[config.mk]
export PLATFORM = sky130hd
export DESIGN_NAME = rtpm_cell
export DESIGN_NICKNAME = d
export VERILOG_FILES = /design/src/rtl/core/rtpm_pkg.sv /design/src/rtl/core/rtpm_cell.sv
export SDC_FILE = /design/constraint.sdc
export NUM_CORES = 1
export LEC_CHECK = 0
export BUFFER_PORTS_ARGS = -buffer_cell sky130_fd_sc_hd__buf_2
export CAP_MARGIN = 20
export CORE_AREA = 2 2 188 190
export CTS_CLUSTER_SIZE = 8
export DETAILED_ROUTE_END_ITERATION = 8
export DIE_AREA = 0 0 190 192
export GPL_TIMING_DRIVEN = 0
export PLACE_DENSITY_LB_ADDON = 0.1
export SLEW_MARGIN = 20
export SYNTH_ARGS = -nofsm -noshare
export SYNTH_HDL_FRONTEND = slang
export SYNTH_SLANG_ARGS = --single-unit
[constraint.sdc]
create_clock -name clk_i -period 3.14 [get_ports clk_i]
set_input_delay 0.314 -clock clk_i [delete_from_list [all_inputs] [get_ports clk_i]]
set_output_delay 0.314 -clock clk_i [all_outputs]
set_load 0.02 [all_outputs]
[src/rtl/core/rtpm_pkg.sv]
// Shared types, codes and a helper function of the prefix-match route table.
`timescale 1ns / 1ps

package rtpm_pkg;

  typedef enum logic [1:0] {
    OP_LOOKUP = 2'd0,
    OP_ADD    = 2'd1,
    OP_REMOVE = 2'd2,
    OP_NONE   = 2'd3
  } opcode_e;

  typedef enum logic [2:0] {
    ST_OK       = 3'd0,
    ST_NO_ROUTE = 3'd1,
    ST_DUP      = 3'd2,
    ST_EVICTED  = 3'd3,
    ST_MISSED   = 3'd4
  } status_e;

  typedef enum logic [1:0] {
    S_IDLE,
    S_SWEEP,
    S_DONE
  } state_e;

  // One route as held in a cell.
  typedef struct packed {
    logic        valid;
    logic [31:0] net;
    logic [31:0] mask;
    logic [5:0]  plen;
    logic [31:0] hop;
    logic [3:0]  iface;
  } entry_t;

  // Operation held steady in front of every cell while the sweep runs.
  typedef struct packed {
    logic [31:0] addr;
    logic [31:0] mask;
  } bcast_t;

  // Partial answer handed from one cell to the next.
  typedef struct packed {
    logic        hit;
    logic        best_valid;
    logic [5:0]  best_plen;
    logic [31:0] best_hop;
    logic [3:0]  best_iface;
  } carry_t;

  // Table update applied at the end of an item.
  typedef struct packed {
    logic ins;
    logic del;
  } cmd_t;

  // Count of one-bits, summed a nibble at a time.
  function automatic logic [5:0] ones_count(input logic [31:0] v);
    logic [5:0] total;
    logic [2:0] nib;
    total = '0;
    for (int n = 0; n < 8; n++) begin
      nib = 3'(v[4*n]) + 3'(v[4*n+1]) + 3'(v[4*n+2]) + 3'(v[4*n+3]);
      total = total + 6'(nib);
    end
    return total;
  endfunction

endpackage

[src/rtl/core/rtpm_cell.sv]
// One slot of the route table chain with its compare logic.
`timescale 1ns / 1ps

module rtpm_cell
  import rtpm_pkg::*;
(
  input  logic   clk_i,
  input  logic   rst_ni,
  input  bcast_t bcast_i,
  input  carry_t carry_i,
  input  entry_t left_i,
  input  entry_t right_i,
  input  cmd_t   cmd_i,
  output entry_t entry_o,
  output carry_t carry_o
);

  logic        valid_q, valid_d;
  logic [31:0] net_q, net_d;
  logic [31:0] mask_q, mask_d;
  logic [5:0]  plen_q, plen_d;
  logic [31:0] hop_q, hop_d;
  logic [3:0]  iface_q, iface_d;
  carry_t      carry_q, carry_d;
  logic        exact;
  logic        pmatch;

  assign exact  = valid_q && (net_q == bcast_i.addr) && (mask_q == bcast_i.mask);
  assign pmatch = valid_q && ((bcast_i.addr & mask_q) == net_q);

  // Keep the earlier candidate on a tie, so the newest route wins.
  always_comb begin
    carry_d     = carry_i;
    carry_d.hit = carry_i.hit | exact;
    if (pmatch && (!carry_i.best_valid || (carry_i.best_plen < plen_q))) begin
      carry_d.best_valid = 1'b1;
      carry_d.best_plen  = plen_q;
      carry_d.best_hop   = hop_q;
      carry_d.best_iface = iface_q;
    end
  end

  // An insert shifts every slot one place older; a remove pulls the slots
  // from the hit onward one place newer.
  always_comb begin
    valid_d = valid_q;
    net_d   = net_q;
    mask_d  = mask_q;
    plen_d  = plen_q;
    hop_d   = hop_q;
    iface_d = iface_q;
    if (cmd_i.ins) begin
      valid_d = left_i.valid;
      net_d   = left_i.net;
      mask_d  = left_i.mask;
      plen_d  = left_i.plen;
      hop_d   = left_i.hop;
      iface_d = left_i.iface;
    end else if (cmd_i.del && carry_q.hit) begin
      valid_d = right_i.valid;
      net_d   = right_i.net;
      mask_d  = right_i.mask;
      plen_d  = right_i.plen;
      hop_d   = right_i.hop;
      iface_d = right_i.iface;
    end
  end

  always_ff @(posedge clk_i or negedge rst_ni) begin
    if (!rst_ni) begin
      valid_q <= 1'b0;
      carry_q <= '0;
    end else begin
      valid_q <= valid_d;
      carry_q <= carry_d;
    end
  end

  always_ff @(posedge clk_i) begin
    net_q   <= net_d;
    mask_q  <= mask_d;
    plen_q  <= plen_d;
    hop_q   <= hop_d;
    iface_q <= iface_d;
  end

  assign entry_o = '{valid: valid_q, net: net_q, mask: mask_q, plen: plen_q,
                     hop: hop_q, iface: iface_q};
  assign carry_o = carry_q;

endmodule

Word level (Yosys, flattened, before mapping)
Index checks and enable logic that the tools add are counted.
Widths: inputs -> output; s select.
- bits in registers: 151
- output and inout bits: 151
- multiplexer cells: 13
- bitwise operators: 2
- reductions and logical operators: 8
- equal/unequal tests: 3
- $lt $le $gt $ge: 1
- operators with widths (kind ; count):
    $mux 32 ; 6
    $eq 32x32->1 ; 3
    $mux 43 ; 1
    $and 32x32->32 ; 1
    $mux 6 ; 2
    $mux 4 ; 2
    $lt 6x6->1 ; 1
    $logic_and 1x1->1 ; 5
    $mux 1 ; 2
    $reduce_bool 2->1 ; 1
    $logic_not 1->1 ; 1
    $logic_or 1x1->1 ; 1
    $or 1x1->1 ; 1

Longest topological paths before layout
Gate-level depths: netlist (run 1).
- word-level depth: 5
- depth in mapped cells: 9
- gate-level depth less buffers: 8

Least setup slack after synthesis (run 1)
No wires, ideal clock.
- path type: in2reg
- start: input cmd_i[1] in the netlist's numbering
- end: register hop_q[0] (enable)
- library setup time: 459 ps
- path buffers: 2
- slack: -401 ps
- cell stages on the path: 4
- required time: 2681 ps
- data arrival time: 3082 ps
- path through: clkbuf_1 clkbuf_1 a21oi_1 inv_1
- longest elaborated chain between the ends: 1
- RTL lines (what ; RTL line ; source):
    from (decl) ; rtpm_cell.sv:13 ; input cmd_t cmd_i,
    $reduce_bool 2->1 (no line) ; - ;
    to (signal assigned) ; rtpm_cell.sv:83 ; hop_q <= hop_d;
    to (decl) ; rtpm_cell.sv:22 ; logic [31:0] hop_q, hop_d;
No other way between the ends.
A chain may end at the register's enable or synchronous reset.

==> impl_metrics.json, run 1 <==
{
  "ir_worst_vdd_uv": 378.7,
  "avgSynthCellArea_um2": 14.27,
  "routabilityCongestion": 0.8165,
  "cpMostUsedCell": "buf_6",
  "grt_util_all_layers_pct": 18.58,
  "grt_pass1_vias": 6799,
  "postLayoutCoreUtil_pct": 33.13,
  "use_met2_pct": 35.22,
  "vias_per_cell": 4.316,
  "cpMaxStageDelayCell": "or4_1",
  "holdWs_ps": 91.70,
  "mappedNetlistNets": 875,
  "clock_path_buffers": 2,
  "cts_tree": "yes",
  "io_pins": 477,
  "min_period_over_period_pct": 95.97,
  "ff2ff_setup_slack_ps": 130,
  "max-cap-violations": 0,
  "use_met3_pct": 5.774,
  "fillers": 3588,
  "htree_levels": 4,
  "cp_max_fo": 10,
  "place.port_buffers": 475,
  "rows": 68,
  "worstPathRequired_ps": 3460,
  "fp.dieW_um": 190,
  "postRouteAntennaNets": 0,
  "clk_pin_slew_ps": 70,
  "mostFrequentLayoutCell": "buf_2",
  "final_cell_mix": "buf_2 (474), mux2_2 (108), edfxtp_1 (106)",
  "min_period_ps": 3014,
  "drtIter0Drc": 280,
  "met1_usage_pct": 19.82,
  "root_buffer": "clkbuf_16",
  "synthToLayoutAreaGrowth_pct": 46.31,
  "maxClockFrequency_mhz": 331.8,
  "syn-cell-area_um2": 7765,
  "yosysSeqAreaShare_pct": 55.49,
  "ys_async_sr_fraction_pct": 29.80,
  "worst_pin_slew_ps": 912.5,
  "drc_errors": 0,
  "regArea_um2": 4309,
  "nNetsFinal": 1376,
  "run_status": "finished clean",
  "fin_ws_ps": 126.5,
  "final_layout_size_suffix_gt1_share_pct": 63.48,
  "antenna_found_initial": 5,
  "clock_latency_ps": 440,
  "die_h_um": 192,
  "start_kind": "flip-flop",
  "multiInputGateArea_um2": 3197,
  "rsz0062_at_grt": "no",
  "synth_edf_count": 106,
  "first_pass_iters": 5,
  "setup_violations": 0,
  "yosysUniqueCellTypes": 49,
  "grt_max_degree": 46,
  "critPathKind": "reg -> reg",
  "cp.arrival_ps": 3340,
  "hold_path_class": "in -> reg",
  "path_cells": "inv_1, o22ai_1, or4_1, or4_4, a2111oi_4, buf_6, buf_6, mux2_4",
  "dp_cells": 1478,
  "hold_violations": 0,
  "synth-seq-cells": 151,
  "start_util_pct": 22.65,
  "place_ws_ps": -169.2,
  "gr-max-usage-layer": "met2",
  "ys.flop_type": "edfxtp_1",
  "tns_ps": 0,
  "p_per_area_nw_per_um2": 484.3,
  "wirelength_mm": 34.74,
  "fin_skew_ps": 11.77,
  "wl_per_cell_um": 22.95,
  "core_area_um2": 34290,
  "slew_headroom_pct": 38.60,
  "grt_first_pass_wirelength_mm": 46.92,
  "cts_sinks": 151,
  "final_max_slew_viol_count": 0,
  "die_area_um2": 36480,
  "grt_overflow_total": 0,
  "dp_hpwl_mm": 28.88,
  "cts_buffers": 17,
  "cp_slowest_stage_delay_ps": 580,
  "syn_inst": 544,
  "final_cells": 1514,
  "leakagePower_nw": 5.168,
  "ys.warnings.count": 0,
  "critPathCaptureType": "flip-flop",
  "vias": 6534
}
timing repair:
| item | CTS | global route |
|---|---|---|
| endpoints found under the setup margin | 40 | 30 |
| hold buffers | 1 | 0 |
| endpoints found under the hold margin | 45 | 0 |
| pin swaps | 1 | 0 |
| buffers inserted | 2 | 0 |
| gates resized for setup | 0 | 1 |
power by group:
group	switching [mW]	leakage [nW]	internal [mW]	total, mW
clock network	0.890	0.269	1.08	1.97
logic	0.575	3.32	0.486	1.06
registers	0.156	1.58	2.32	2.48
cells in the mapped netlist, types with 2 or more instances:
cell / n / area share [%]
a2111oi_0: 3 / 0.34
a2111oi_4: 2 / 0.71
a211oi_1: 3 / 0.29
a21bo_2: 2 / 0.26
a21oi_1: 3 / 0.19
a221oi_1: 2 / 0.23
a22o_1: 6 / 0.68
a22oi_1: 5 / 0.48
a32oi_1: 2 / 0.23
buf_1: 2 / 0.097
buf_6: 4 / 0.58
clkbuf_1: 10 / 0.48
dfrtp_1: 45 / 15
edfxtp_1: 106 / 41
ha_1: 5 / 0.81
inv_1: 43 / 2.1
mux2_2: 108 / 16
mux2_4: 40 / 7.7
nand2_1: 7 / 0.34
nand2b_1: 15 / 1.2
nand3_1: 5 / 0.32
nand3b_1: 13 / 1.3
nand4_1: 10 / 0.81
nor2_1: 6 / 0.29
nor2b_1: 14 / 1.1
nor3_1: 2 / 0.13
nor4_1: 12 / 0.97
o2111a_1: 3 / 0.44
o2111ai_1: 2 / 0.23
o21ai_0: 3 / 0.19
o22ai_1: 16 / 1.3
o2bb2ai_1: 4 / 0.45
xnor2_1: 2 / 0.23
xor2_1: 24 / 2.7
path summary, 6_finish.rpt:
kind | start | end | depth (start not counted)
setup / recovery | net_q[25] | carry_o[12] | 8
hold / removal | carry_i[43] | carry_o[43] | 2
setup reg to reg | net_q[25] | carry_o[12] | 8
hold reg to reg | hop_q[24] | carry_o[28] | 1
max in group asynchronous | rst_ni | carry_o[32] | 2
min in group asynchronous | rst_ni | carry_o[5] | 2
stage by stage:
stage	power, mW	instance area, um2
detailed placement	3.600	10790
global route	5.764	11360
finish	5.502	11360
CTS	5.598	11350
floorplan	3.004	7769
global placement	3.593	10720
sequential cells by signal, indices dropped and copies added, names as in the netlist:
| register | flops |
|---|---|
| mask_q | 32 |
| valid_q | 1 |
| iface_q | 4 |
| hop_q | 32 |
| net_q | 32 |
| plen_q | 6 |
| carry_o | 44 |
routing by layer:
metal	wire (um)	up-vias
li1	-	3078
met1	13080	3109
met2	18450	313
met3	2734	28
met4	433	6
met5	40	-
worst max-delay path: cells and delay by family (launching register included):
kind | cells | cell delay [ps]
multiplexers | 1 | 320
flip-flops | 1 | 460
AO/OA/AOI/OAI | 2 | 390
AND/OR/NAND/NOR | 2 | 1160
buffers and inverters | 3 | 560
kinds of logic after synthesis:
logic type | count (synthesis) | synth area share, %
adder cells (fa/ha/maj) | 5 | 0.8057
XOR/XNOR | 26 | 2.933
AND/OR/NAND/NOR | 90 | 7.106
AO/OA/AOI/OAI | 63 | 6.800
buffers and inverters | 60 | 3.336
flip-flops | 151 | 55.49
multiplexers | 149 | 23.53
layout make-up:
type	instances	share of cell area, %
Clock buffer	22	4.174
Clock inverter	9	0.5617
Inverter	43	1.454
Timing Repair Buffer	482	21.83
Buffer	17	0.8590
Antenna cell	2	0.04405
Tap cell	455	5.011
Sequential cell	151	37.93
Multi-Input combinational cell	333	28.14
Power figures use the tool's default switching activity.
==> inputs of run 2 (changes only) <==
--- a/config.mk
+++ b/config.mk
@@ -7,12 +7,14 @@
 export LEC_CHECK = 0
 export BUFFER_PORTS_ARGS = -buffer_cell sky130_fd_sc_hd__buf_2
 export CAP_MARGIN = 20
-export CORE_AREA = 2 2 188 190
+export CORE_AREA = 2 2 187 189
+export CTS_BUF_LIST = sky130_fd_sc_hd__clkbuf_16
 export CTS_CLUSTER_SIZE = 8
 export DETAILED_ROUTE_END_ITERATION = 8
-export DIE_AREA = 0 0 190 192
+export DIE_AREA = 0 0 189 191
 export GPL_TIMING_DRIVEN = 0
 export PLACE_DENSITY_LB_ADDON = 0.1
+export REMOVE_ABC_BUFFERS = 1
 export SLEW_MARGIN = 20
 export SYNTH_ARGS = -nofsm -noshare
 export SYNTH_HDL_FRONTEND = slang
==> constraint.sdc (replaced) <==
create_clock -name clk_i -period 3.6 [get_ports clk_i]
set_input_delay 0.36 -clock clk_i [delete_from_list [all_inputs] [get_ports clk_i]]
set_output_delay 0.36 -clock clk_i [all_outputs]
set_load 0.02 [all_outputs]
==> impl_metrics.json, run 2 (synthesis gave the netlist of run 1 again) <==
{
  "run_status": "finished clean",
  "fillers": 3548,
  "leakagePower_nw": 5.150,
  "nNetsFinal": 1362,
  "vias": 6456,
  "htree_levels": 4,
  "final_max_slew_viol_count": 0,
  "grt_pass1_vias": 6836,
  "grt_overflow_total": 0,
  "largest_reg_flops": 44,
  "hold_violations": 0,
  "clock_path_buffers": 2,
  "start_util_pct": 22.76,
  "cts_buffers": 17,
  "die_area_um2": 36100,
  "routabilityCongestion": 0.8012,
  "root_buffer": "clkbuf_16",
  "post_dp_cell_area_um2": 10740,
  "maxClockFrequency_mhz": 292.0,
  "final_cell_mix": "buf_2 (474), mux2_2 (108), edfxtp_1 (106)",
  "die_h_um": 191,
  "io_pins": 477,
  "final_layout_size_suffix_gt1_share_pct": 64.27,
  "fin_skew_ps": 9.465,
  "clock_latency_ps": 440,
  "setup_violations": 0,
  "fin_area_um2": 11300,
  "cts_sinks": 151,
  "total_power_mw": 4.788,
  "vias_per_cell": 4.295,
  "min_period_over_period_pct": 95.12,
  "tns_ps": 0,
  "critPathCaptureType": "flip-flop",
  "cp_max_fo": 9,
  "ctsResizeCount": 0,
  "drc_errors": 0,
  "drtIter0Drc": 217,
  "rows": 68,
  "cp.arrival_ps": 3740,
  "slew_headroom_pct": 54.42,
  "worstPathRequired_ps": 3910,
  "cts_tree": "yes",
  "post_cts_buffers": 0,
  "dp_hpwl_mm": 27.41,
  "grt_util_all_layers_pct": 17.92,
  "clk_pin_slew_ps": 70,
  "ir_worst_vdd_uv": 317.6,
  "grt_max_degree": 57,
  "p_per_area_nw_per_um2": 423.6,
  "place.port_buffers": 476,
  "mostFrequentLayoutCell": "buf_2",
  "max-cap-violations": 0,
  "core_area_um2": 34120,
  "ff2ff_setup_slack_ps": 180,
  "worst_pin_slew_ps": 677.5,
  "start_kind": "flip-flop",
  "wirelength_mm": 32.91,
  "postRouteAntennaNets": 0,
  "wl_per_cell_um": 21.89,
  "hold_path_class": "in -> reg",
  "critPathKind": "reg -> reg",
  "rsz0062_at_grt": "no",
  "min_period_ps": 3424,
  "antenna_found_initial": 9,
  "grt_first_pass_wirelength_mm": 45.84,
  "fp.dieW_um": 189,
  "synthToLayoutAreaGrowth_pct": 45.59,
  "first_pass_iters": 4,
  "holdWs_ps": 145.6
}
run 2: cell types whose count changed in the layout (fill, tap and decap cells not counted), sizes merged:
cell	before	now
clkbuf	32	17
buf	488	484
diode	2	4
inv	48	54
run 2: where the power goes:
part	total (mW)	switching (mW)	internal [mW]	leakage (nW)
registers	2.15	0.123	2.02	1.58
logic	0.914	0.495	0.419	3.30
clock network	1.73	0.828	0.901	0.271
run 2: per-stage QoR:
| stage | std cells | setup WS [ps] | util, % |
|---|---|---|---|
| 3_3_place_gp | 1458 | -2826 | 31.12 |
| 5_1_grt | 1499 | 78.55 | 33.10 |
| 3_5_place_dp | 1466 | 164.9 | 31.48 |
| 6_report | 1503 | 175.8 | 33.13 |
| 2_1_floorplan | 527 | -914.5 | - |
| 4_1_cts | 1499 | 132.8 | 33.10 |
run 2: repair_timing:
| item | in CTS | in global routing |
|---|---|---|
| endpoints found under the setup margin | 0 | 0 |
| endpoints found under the hold margin | 45 | 0 |
| hold buffers | 1 | 0 |
run 2: layer usage:
metal,track usage (%),wire length (um),vias up
met5,0,75,-
met4,4.026,376,10
met3,6.260,2564,28
met2,33.57,17300,305
met1,19.27,12600,3065
li1,-,-,3048
run 2: layout make-up:
class | count | area, um2 | area share [%]
Sequential cell | 151 | 4309 | 38.12
Tap cell | 455 | 569.3 | 5.036
Antenna cell | 4 | 10.01 | 0.08854
Clock inverter | 15 | 118.9 | 1.051
Clock buffer | 17 | 425.4 | 3.763
Timing Repair Buffer | 485 | 2509 | 22.19
Multi-Input combinational cell | 333 | 3197 | 28.28
Inverter | 43 | 166.4 | 1.472
run 2: path summary, 6_finish.rpt:
check | startpoint | endpoint | depth (start not counted)
setup / recovery | mask_q[25] | carry_o[10] | 7
hold / removal | carry_i[16] | carry_o[16] | 2
setup reg to reg | mask_q[25] | carry_o[10] | 7
hold reg to reg | hop_q[0] | carry_o[4] | 1
max in group asynchronous | rst_ni | carry_o[25] | 2
min in group asynchronous | rst_ni | carry_o[37] | 2
run 2: worst max-delay path, stage by stage, from the launching register on:
cell	delay [ps]
edfxtp_1	590
o22ai_1	170
or4_1	540
or4_4	570
a2111oi_4	530
buf_4	330
buf_4	230
mux2_4	330
==> inputs of run 3 (changes only) <==
--- a/config.mk
+++ b/config.mk
@@ -7,11 +7,11 @@
 export LEC_CHECK = 0
 export BUFFER_PORTS_ARGS = -buffer_cell sky130_fd_sc_hd__buf_2
 export CAP_MARGIN = 20
-export CORE_AREA = 2 2 187 189
-export CTS_BUF_LIST = sky130_fd_sc_hd__clkbuf_16
+export CORE_AREA = 2 2 185 187
+export CTS_BUF_LIST = sky130_fd_sc_hd__clkbuf_8
 export CTS_CLUSTER_SIZE = 8
 export DETAILED_ROUTE_END_ITERATION = 8
-export DIE_AREA = 0 0 189 191
+export DIE_AREA = 0 0 187 189
 export GPL_TIMING_DRIVEN = 0
 export PLACE_DENSITY_LB_ADDON = 0.1
 export REMOVE_ABC_BUFFERS = 1
==> constraint.sdc (replaced) <==
create_clock -name clk_i -period 3.6 [get_ports clk_i]
set_input_delay 0.72 -clock clk_i [delete_from_list [all_inputs] [get_ports clk_i]]
set_output_delay 0.72 -clock clk_i [all_outputs]
set_load 0.02 [all_outputs]
==> impl_metrics.json, run 3 (synthesis gave the netlist of run 1 again) <==
{
  "start_kind": "flip-flop",
  "final_cells": 1494,
  "hold_violations": 0,
  "r2r_start": "net_q[31]",
  "clock_path_buffers": 2,
  "cp_max_fo": 8,
  "leakagePower_nw": 5.090,
  "multiInputGateArea_um2": 3197,
  "final_layout_size_suffix_gt1_share_pct": 64.37,
  "die_area_um2": 35340,
  "rsz0062_at_grt": "no",
  "p_per_area_nw_per_um2": 400.5,
  "fin_skew_ps": 11.98,
  "mostFrequentLayoutCell": "buf_2",
  "root_buffer": "clkbuf_8",
  "place.port_buffers": 476,
  "io_pins": 477,
  "final_max_slew_viol_count": 0,
  "run_status": "finished clean",
  "cts_sinks": 151,
  "maxClockFrequency_mhz": 298.9,
  "vias_per_cell": 4.305,
  "antenna_found_initial": 4,
  "min_period_ps": 3345,
  "worst_pin_slew_ps": 655.6,
  "cp.arrival_ps": 3720,
  "wl_per_cell_um": 21.63,
  "start_util_pct": 23.33,
  "slew_headroom_pct": 56.29,
  "ctsResizeCount": 0,
  "crit_start": "net_q[31]",
  "place_ws_ps": -409.3,
  "cts_buffers": 17,
  "routabilityCongestion": 0.8329,
  "grt_max_degree": 61,
  "drc_errors": 0,
  "cts_tree": "yes",
  "final_cell_mix": "buf_2 (474), mux2_2 (108), edfxtp_1 (106)",
  "die_h_um": 189,
  "first_pass_iters": 4,
  "vias": 6432,
  "setup_violations": 0,
  "grt_util_all_layers_pct": 18.16,
  "grt_first_pass_wirelength_mm": 46.17,
  "min_period_over_period_pct": 92.92,
  "critPathCaptureType": "flip-flop",
  "dp_hpwl_mm": 26.70,
  "ir_worst_vdd_uv": 263.8,
  "max-cap-violations": 0,
  "fin_ws_ps": 254.9,
  "hold_path_class": "in -> async",
  "regArea_um2": 4309,
  "core_area_um2": 33280,
  "grt_pass1_vias": 6917,
  "clock_latency_ps": 490,
  "grt_overflow_total": 0,
  "postLayoutCoreUtil_pct": 33.51,
  "total_power_mw": 4.466,
  "nNetsFinal": 1362,
  "critPathKind": "reg -> reg",
  "clk_pin_slew_ps": 100,
  "largest_reg_flops": 44,
  "fp.dieW_um": 187,
  "dp_cells": 1459,
  "wirelength_mm": 32.32,
  "worstPathRequired_ps": 3970,
  "fillers": 3495,
  "synthToLayoutAreaGrowth_pct": 43.62,
  "htree_levels": 4,
  "rows": 67,
  "drtIter0Drc": 273,
  "postRouteAntennaNets": 0
}
==> run 3: power by group <==
part	leakage [nW]	switching [mW]	internal [mW]
sequential	1.58	0.119	2.02
combinational	3.30	0.499	0.418
clock	0.209	0.774	0.636
total	5.09	1.39	3.07
==> run 3: final cells by class <==
| class | count | share of cell area (%) |
|---|---|---|
| Sequential cell | 151 | 38.64 |
| Inverter | 43 | 1.492 |
| Clock inverter | 15 | 1.492 |
| Clock buffer | 17 | 2.098 |
| Timing Repair Buffer | 485 | 22.54 |
| Antenna cell | 2 | 0.04488 |
| Multi-Input combinational cell | 333 | 28.67 |
| Tap cell | 448 | 5.026 |
==> run 3: through the flow <==
stage,hold slack [ps],setup TNS (ps),instance area (um2)
5_1_grt,237.8,0,11150
6_report,230.0,0,11150
4_1_cts,224.0,0,11150
3_5_place_dp,489.1,-5026,10740
2_1_floorplan,424.4,-34480,7667
3_3_place_gp,483.0,-433230,10610
==> run 3: final timing paths <==
kind                               endpoint  slack (ps)  depth (start not counted)
worst max-delay path            carry_o[31]         250                         10
worst min-delay path            carry_o[17]         230                          1
worst max register to register  carry_o[31]         250                         10
worst min register to register   carry_o[4]         500                          1
max in group asynchronous       carry_o[31]        2900                          1
min in group clk_i              carry_o[29]         460                          2
==> run 3: worst max-delay path: stages, from the launching register on <==
cell and delay (ps):
edfxtp_1 430, inv_1 180, o22ai_1 90, or4_1 510, or4_4 570, a2111oi_4 310
buf_4 270, buf_6 180, buf_6 160, buf_4 210, mux2_4 310
==> run 3: per-layer routing <==
layer,global-route usage [%],part of all wire [%],vias up,routed length (um)
met5,0,0.13,-,43
met4,5.159,1.8,6,569
met3,6.543,7.7,27,2504
met2,33.29,52,308,16920
met1,19.65,38,3050,12280
li1,-,-,3041,-
==> run 3: timing repair <==
action                     CTS  global route
hold buffers                 0             0
setup endpoints to repair    7             0
buffers inserted             1             0
